<file path="config.mk">
export PLATFORM = sky130hd
export DESIGN_NAME = sensor_word_window_median_unit_flat
export DESIGN_NICKNAME = d
export VERILOG_FILES = /design/src/hw/rtl/swm_pkg.sv /design/src/hw/rtl/swm_if.sv /design/src/hw/rtl/sensor_word_window_median_unit.sv /design/src/hw/rtl/swm_window.sv /design/src/hw/rtl/swm_median.sv /design/src/flat_wrapper.sv
export SDC_FILE = /design/constraint.sdc
export NUM_CORES = 1
export LEC_CHECK = 0
export ABC_AREA = 1
export BUFFER_PORTS_ARGS = -buffer_cell sky130_fd_sc_hd__buf_2
export CORE_MARGIN = 2
export CORE_UTILIZATION = 59
export CTS_CLUSTER_DIAMETER = 150
export DETAILED_ROUTE_END_ITERATION = 12
export PLACE_DENSITY = 0.77
export SETUP_SLACK_MARGIN = 0.5
export SLEW_MARGIN = 20
export SYNTH_ARGS = -nofsm -noshare
export SYNTH_HDL_FRONTEND = slang
export SYNTH_SLANG_ARGS = --single-unit
</file>
<file path="constraint.sdc">
create_clock -name clk -period 7.89 [get_ports clk]
set_input_delay 1.578 -clock clk [delete_from_list [all_inputs] [get_ports clk]]
set_output_delay 1.578 -clock clk [all_outputs]
set_load 0.02 [all_outputs]
</file>
<file path="src/hw/rtl/swm_pkg.sv">
// Package for the sliding-window median unit.
// Shared widths, defaults and the sensor word decode; no dependencies.
`default_nettype none

package swm_pkg;

	localparam int RAW_W          = 16;
	localparam int TEMP_W         = 8;
	localparam int HELD_W         = 3;
	localparam int WINDOW_LEN_DEF = 6;

	localparam logic [RAW_W-1:0] TEMP_MASK = 16'h0FFF;
	localparam int               FRAC_W    = 4;

	typedef logic [TEMP_W-1:0] temp_t;
	typedef logic [RAW_W-1:0]  raw_t;
	typedef logic [HELD_W-1:0] held_t;

	// Drop flag and sign bits, truncate the fraction: whole degrees.
	function automatic temp_t raw_to_degrees(input raw_t raw);
		raw_t masked;
		masked = raw & TEMP_MASK;
		return masked[FRAC_W +: TEMP_W];
	endfunction

endpackage

`default_nettype wire

</file>
<file path="src/hw/rtl/swm_if.sv">
// Valid/ready channel interfaces for the sliding-window median unit.
// Depends on swm_pkg for payload types.
`default_nettype none

interface swm_sample_if
	import swm_pkg::*;
	();
	logic  valid;
	logic  ready;
	raw_t  raw_reading;
	logic  read_ok;

	modport source (output valid, output raw_reading, output read_ok, input ready);
	modport sink   (input valid, input raw_reading, input read_ok, output ready);
endinterface

interface swm_result_if
	import swm_pkg::*;
	();
	logic  valid;
	logic  ready;
	temp_t median_temp;
	held_t samples_held;

	modport source (output valid, output median_temp, output samples_held, input ready);
	modport sink   (input valid, input median_temp, input samples_held, output ready);
endinterface

`default_nettype wire

</file>
<file path="src/hw/rtl/sensor_word_window_median_unit.sv">
// Sliding-window median of sensor temperature words, top level.
// Depends on swm_pkg, swm_if, swm_window and swm_median.
//
// Usage:
//   sample channel: one raw 16-bit sensor word plus read_ok per item.
//   An item with read_ok low is taken and dropped: no state change, no result.
//   An item with read_ok high puts bits 11..4 into the window; once the
//   window holds WINDOW_LEN readings the oldest one falls out.
//   result channel: median of the held readings (mean of the two middle
//   values, rounded half up, for an even count) and the count, low 3 bits.
// Path: the window register updates at accept, the median is formed from it
//   combinationally and lands in the result register once that register is
//   free.
// Throughput: one item per cycle while the result channel does not stall; the
//   rank-and-select median logic between the window and result registers is combinational.
// Reset: window cleared to zero, count zero, no result pending.
// Stall: a held result blocks the window stage only when that stage also
//   holds an item; sample.ready then drops until result.ready returns.
`default_nettype none

module sensor_word_window_median_unit
	import swm_pkg::*;
#(
	parameter int WINDOW_LEN = WINDOW_LEN_DEF
) (
	input  wire logic     clk,
	input  wire logic     arst_n,
	swm_sample_if.sink    sample,
	swm_result_if.source  result
);

	localparam int CNT_W = $clog2(WINDOW_LEN + 1);

	logic [WINDOW_LEN-1:0][TEMP_W-1:0] window;
	logic [CNT_W-1:0]                  count;
	logic [CNT_W+HELD_W-1:0]           count_ext;
	temp_t                             median;
	logic                              valid_s1;
	logic                              out_valid_q;
	temp_t                             median_q;
	held_t                             held_q;
	logic                              out_free;
	logic                              advance;
	logic                              push;

	assign out_free = !out_valid_q || result.ready;
	assign advance  = !valid_s1 || out_free;
	assign push     = sample.valid && advance && sample.read_ok;

	assign sample.ready = advance;

	swm_window #(
		.WINDOW_LEN (WINDOW_LEN),
		.CNT_W      (CNT_W)
	) u_window (
		.clk     (clk),
		.arst_n  (arst_n),
		.push    (push),
		.reading (raw_to_degrees(sample.raw_reading)),
		.window  (window),
		.count   (count)
	);

	swm_median #(
		.WINDOW_LEN (WINDOW_LEN),
		.CNT_W      (CNT_W)
	) u_median (
		.window (window),
		.count  (count),
		.median (median)
	);

	assign count_ext = {{HELD_W{1'b0}}, count};

	always_ff @(posedge clk or negedge arst_n) begin
		if (!arst_n) begin
			valid_s1 <= 1'b0;
		end else if (advance) begin
			valid_s1 <= push;
		end
	end

	always_ff @(posedge clk or negedge arst_n) begin
		if (!arst_n) begin
			out_valid_q <= 1'b0;
		end else if (out_free) begin
			out_valid_q <= valid_s1;
		end
	end

	always_ff @(posedge clk) begin
		if (out_free && valid_s1) begin
			median_q <= median;
			held_q   <= count_ext[HELD_W-1:0];
		end
	end

	assign result.valid        = out_valid_q;
	assign result.median_temp  = median_q;
	assign result.samples_held = held_q;

endmodule

`default_nettype wire

</file>
<file path="src/hw/rtl/swm_window.sv">
// Window storage: the last WINDOW_LEN readings, oldest first, and the fill count.
// Depends on swm_pkg.
`default_nettype none

module swm_window
	import swm_pkg::*;
#(
	parameter int WINDOW_LEN = WINDOW_LEN_DEF,
	parameter int CNT_W      = $clog2(WINDOW_LEN + 1)
) (
	input  wire logic                         clk,
	input  wire logic                         arst_n,
	input  wire logic                         push,
	input  wire temp_t                        reading,
	output logic      [WINDOW_LEN-1:0][TEMP_W-1:0] window,
	output logic      [CNT_W-1:0]             count
);

	logic [WINDOW_LEN-1:0][TEMP_W-1:0] win_q;
	logic [CNT_W-1:0]                  count_q;
	logic [WINDOW_LEN:0][TEMP_W-1:0]   ext;
	logic                              full;

	assign ext  = {reading, win_q};
	assign full = (count_q == CNT_W'(WINDOW_LEN));

	always_ff @(posedge clk or negedge arst_n) begin
		if (!arst_n) begin
			win_q   <= '0;
			count_q <= '0;
		end else if (push) begin
			if (full) begin
				win_q <= ext[WINDOW_LEN:1];
			end else begin
				for (int i = 0; i < WINDOW_LEN; i++) begin
					if (count_q == CNT_W'(i)) begin
						win_q[i] <= reading;
					end
				end
				count_q <= count_q + CNT_W'(1);
			end
		end
	end

	assign window = win_q;
	assign count  = count_q;

endmodule

`default_nettype wire

</file>
<file path="src/hw/rtl/swm_median.sv">
// Median of the valid window entries by pairwise rank and one-hot select.
// Depends on swm_pkg.
`default_nettype none

module swm_median
	import swm_pkg::*;
#(
	parameter int WINDOW_LEN = WINDOW_LEN_DEF,
	parameter int CNT_W      = $clog2(WINDOW_LEN + 1)
) (
	input  wire logic [WINDOW_LEN-1:0][TEMP_W-1:0] window,
	input  wire logic [CNT_W-1:0]                  count,
	output temp_t                                  median
);

	logic [WINDOW_LEN-1:0][CNT_W-1:0] rank;
	logic [WINDOW_LEN-1:0]            valid;
	logic [CNT_W-1:0]                 lo_pos;
	logic [CNT_W-1:0]                 hi_pos;
	temp_t                            lo_val;
	temp_t                            hi_val;
	logic [TEMP_W:0]                  sum;

	always_comb begin
		for (int i = 0; i < WINDOW_LEN; i++) begin
			valid[i] = (CNT_W'(i) < count);
		end
		for (int i = 0; i < WINDOW_LEN; i++) begin
			rank[i] = '0;
			for (int j = 0; j < WINDOW_LEN; j++) begin
				if (valid[j] && ((window[j] < window[i]) ||
						((window[j] == window[i]) && (j < i)))) begin
					rank[i] = rank[i] + CNT_W'(1);
				end
			end
		end
		lo_pos = (count - CNT_W'(1)) >> 1;
		hi_pos = count >> 1;
		lo_val = '0;
		hi_val = '0;
		for (int i = 0; i < WINDOW_LEN; i++) begin
			if (valid[i] && (rank[i] == lo_pos)) begin
				lo_val = lo_val | window[i];
			end
			if (valid[i] && (rank[i] == hi_pos)) begin
				hi_val = hi_val | window[i];
			end
		end
		sum    = {1'b0, lo_val} + {1'b0, hi_val} + (TEMP_W+1)'(1);
		median = sum[TEMP_W:1];
	end

endmodule

`default_nettype wire

</file>
<file path="src/flat_wrapper.sv">
// flat-port wrapper written by rule: the top's interface ports become plain ports
module sensor_word_window_median_unit_flat import swm_pkg::*;
#(
	parameter int WINDOW_LEN = WINDOW_LEN_DEF
)
  (clk, arst_n, sample_valid, sample_raw_reading, sample_read_ok, sample_ready, result_valid, result_median_temp, result_samples_held, result_ready);
  swm_sample_if sample_i ();
  swm_result_if result_i ();
  input  wire logic clk;
  input  wire logic arst_n;
  input wire logic [$bits(sample_i.valid)-1:0] sample_valid;
  input wire logic [$bits(sample_i.raw_reading)-1:0] sample_raw_reading;
  input wire logic [$bits(sample_i.read_ok)-1:0] sample_read_ok;
  output wire logic [$bits(sample_i.ready)-1:0] sample_ready;
  output wire logic [$bits(result_i.valid)-1:0] result_valid;
  output wire logic [$bits(result_i.median_temp)-1:0] result_median_temp;
  output wire logic [$bits(result_i.samples_held)-1:0] result_samples_held;
  input wire logic [$bits(result_i.ready)-1:0] result_ready;
  assign sample_i.valid = sample_valid;
  assign sample_i.raw_reading = sample_raw_reading;
  assign sample_i.read_ok = sample_read_ok;
  assign sample_ready = sample_i.ready;
  assign result_valid = result_i.valid;
  assign result_median_temp = result_i.median_temp;
  assign result_samples_held = result_i.samples_held;
  assign result_i.ready = result_ready;
  sensor_word_window_median_unit #(.WINDOW_LEN(WINDOW_LEN)) u_core (.clk(clk), .arst_n(arst_n), .sample(sample_i), .result(result_i));
endmodule
</file>
==> results.json <==
{
  "startpoint_type": "flop",
  "cp.required_ns": 7.97,
  "die_y_um": 122,
  "hold_class": "reg -> reg",
  "r2r_slack_ns": 1.79,
  "yosys_warnings": 0,
  "initial_core_util_pct": 59.9,
  "grt_start_max_net_pins": 54,
  "area_growth_pct": 7.99,
  "syn_area_um2": 8260,
  "place_congestion": 0.995,
  "slew_viol_final": 0,
  "fmax_mhz": 164,
  "avgSynthCellArea_um2": 6.70,
  "io_pins": 34,
  "crit_path_end": "u_core.result.median_temp[7]",
  "wl_um": 24600,
  "path_class": "reg -> reg",
  "highest_layer": "met4",
  "synth_fp_nets": 1410,
  "drc_errors": 0,
  "crit-reg2reg-launch": "u_core.u_window.window[39]",
  "placementRows": 43,
  "clk_path_buf_depth": 2,
  "outcome": "finished, final reports clean",
  "h-tree-depth": 3,
  "post_cts_buffers": 0,
  "crit_fanout": 7,
  "skew_ns": 0.00785,
  "maxCapViolCount": 0,
  "grt_pass1_wl_um": 38200,
  "diodes": 0,
  "hold_buffers": 0,
  "synth_top_area_share_pct": 23.6,
  "synth_area_leaders": "ha_1, dfrtp_1, nand2_1",
  "ys_ff_latch": 64,
  "cts_tree": "yes",
  "antenna_left": 0,
  "timing.rr.end": "u_core.result.median_temp[7]",
  "drt-met1-wl_um": 10600,
  "rsz0062_at_grt": "no",
  "dr_wl_met3_um": 2260,
  "insertion_delay_ns": 0.34,
  "wl_met2_um": 11200,
  "grt_usage_pct": 32.8,
  "arrival_ns": 6.18,
  "synth_area_leader_cell": "ha_1",
  "wire_per_inst_um": 17.1,
  "antenna_found_initial": 0,
  "syn_inst": 1232,
  "dieArea_um2": 15000,
  "cts_sinks": 64,
  "cpMaxStageDelayCell": "nor3_1",
  "drive_above_1_share_pct": 6.01,
  "grt_pass1_vias": 7498,
  "drt_iter0_drc": 998,
  "ys_seq_area_share_pct": 20.1,
  "fp.dieW_um": 122,
  "core_um2": 13800,
  "setup_viol": 0,
  "root_buffer": "clkbuf_16",
  "fin_crit_ns": 6.10,
  "crit_top_cell": "nand2_1",
  "clk_pin_slew_ns": 0.06,
  "critPathLaunch": "u_core.u_window.window[39]",
  "via_per_inst": 6.00,
  "tightest_slew_ns": 1.01,
  "numPortBuffers": 25,
  "dr.pass1.iters": 6,
  "hold_violations": 0,
  "gr-total-overflow": 0,
  "endpoint_kind": "flop",
  "period_share_pct": 77.3,
  "synth_cell_types": 40,
  "vias": 8664,
  "fillers": 1270,
  "place_hpwl_um": 19200,
  "cts_buffers": 9,
  "ff2ff_path_depth": 35,
  "finalSetupTns_ns": 0,
  "cp_slowest_stage_delay_ns": 0.77,
  "cts_resized": 0,
  "fin_nets": 1437,
  "whs_path_depth": 2,
  "slew_headroom_pct": 32.3
}
-- worst max-delay path: cells and delay by family, from the launching register on --
family | cells | cell delay, ns
and+or+nand+nor | 19 | 2.93
buffers and inverters | 6 | 0.53
AOI/OAI and AO/OA | 5 | 0.63
DFF | 1 | 0.38
adders and majority gates | 5 | 1.37
-- Yosys cell counts --
cell       count
a21o_1         4
a21oi_1      114
a21oi_4        1
a221oi_1       5
and2_1         3
buf_1          1
buf_2          3
clkbuf_1      12
clkinv_1       1
dfrtp_1       53
edfxtp_1      11
fa_1           1
ha_1         156
inv_1        165
inv_2          3
mux2_2         1
nand2_1      310
nand2_2        5
nand3_1      116
nand3_2        6
nand3_4        1
nand3b_1       3
nand4_1       24
nand4_2        4
nor2_1        96
nor2_2         1
nor3_1         5
o2111ai_1      1
o211ai_1       6
o21a_1         8
o21ai_0       62
o21bai_1       4
o221ai_1       5
o22ai_1       23
or2_0          3
or2_1          1
or2_2          6
or3_1          1
xnor2_1        1
xor2_1         6
-- how the worst min path moves through the flow --
stage	start	endpoint	slack [ns]
floorplan	u_core.valid_s1	u_core.result.valid	0.45
global placement	u_core.valid_s1	u_core.result.valid	0.47
detailed placement	u_core.valid_s1	u_core.result.valid	0.49
CTS	u_core.valid_s1	u_core.result.valid	0.51
global route	u_core.valid_s1	u_core.result.valid	0.54
finish	u_core.valid_s1	u_core.result.valid	0.50
-- sequential cells by signal (all words and copies together), names as in the netlist --
signal and flops:
u_core.u_window.window 48, u_core.result.median_temp 8, u_core.result.samples_held 3, u_core.u_window.count 3, u_core.result.valid 1, u_core.valid_s1 1
-- cell families (layout without fill, tap and decap cells) --
family	count (synthesis)	after routing	share of synthesized area, %
muxes	1	1	0.136
DFF	64	64	20.1
and+or+nand+nor	585	585	30.9
AOI/OAI and AO/OA	233	233	15.8
adders and majority gates	157	157	23.9
buffers and inverters	185	217	8.46
xor gates and xnor gates	7	7	0.743
-- layer usage --
metal	up-vias	GRT usage, %
met5	-	0
met4	0	9.05
met3	47	6.13
met2	425	52.4
met1	3959	45.4
li1	4233	-
-- area by class of cell --
cell class	count	area [um2]	share of cell area [%]
multi-input combinational	983	5900	66.2
clock inverter	7	95.1	1.07
inverter	169	634	7.11
sequential	64	1660	18.6
clock buffer	9	225	2.53
timing repair buffer	32	178	1.99
tap	180	225	2.53
-- cell usage in the layout, fill, tap and decap left out, types with 2 or more instances in the layout --
cell type / count
nand4_1: 24
nand4_2: 4
or2_0: 3
a221oi_1: 5
o22ai_1: 23
clkbuf_16: 9
o21a_1: 8
nand3_1: 116
nor3_1: 5
nand3_2: 6
inv_1: 165
o21bai_1: 4
o21ai_0: 62
nor2_1: 96
a21o_1: 4
and2_1: 3
dfrtp_1: 53
nand2_1: 310
bufinv_16: 2
xor2_1: 6
buf_2: 25
clkinv_2: 2
inv_2: 3
o221ai_1: 5
edfxtp_1: 11
nand3b_1: 3
ha_1: 156
nand2_2: 5
or2_2: 6
o211ai_1: 6
a21oi_1: 114
buf_4: 7
-- per-stage QoR --
| step | std cells | hold WS (ns) | setup WS (ns) | util (%) | cell area [um2] |
|---|---|---|---|---|---|
| floorplan | 1232 | 0.447 | 2.95 | - | 8260 |
| global placement | 1427 | 0.468 | 1.98 | 62.4 | 8590 |
| detailed placement | 1428 | 0.493 | 1.91 | 62.4 | 8600 |
| CTS | 1444 | 0.505 | 1.88 | 64.7 | 8920 |
| global route | 1444 | 0.544 | 1.41 | 64.7 | 8920 |
| finish | 1444 | 0.501 | 1.79 | 64.7 | 8920 |
Power is left out: the tool's default activity adds up to more than one toggle a clock period on the data nets, which glitch-free logic cannot reach.
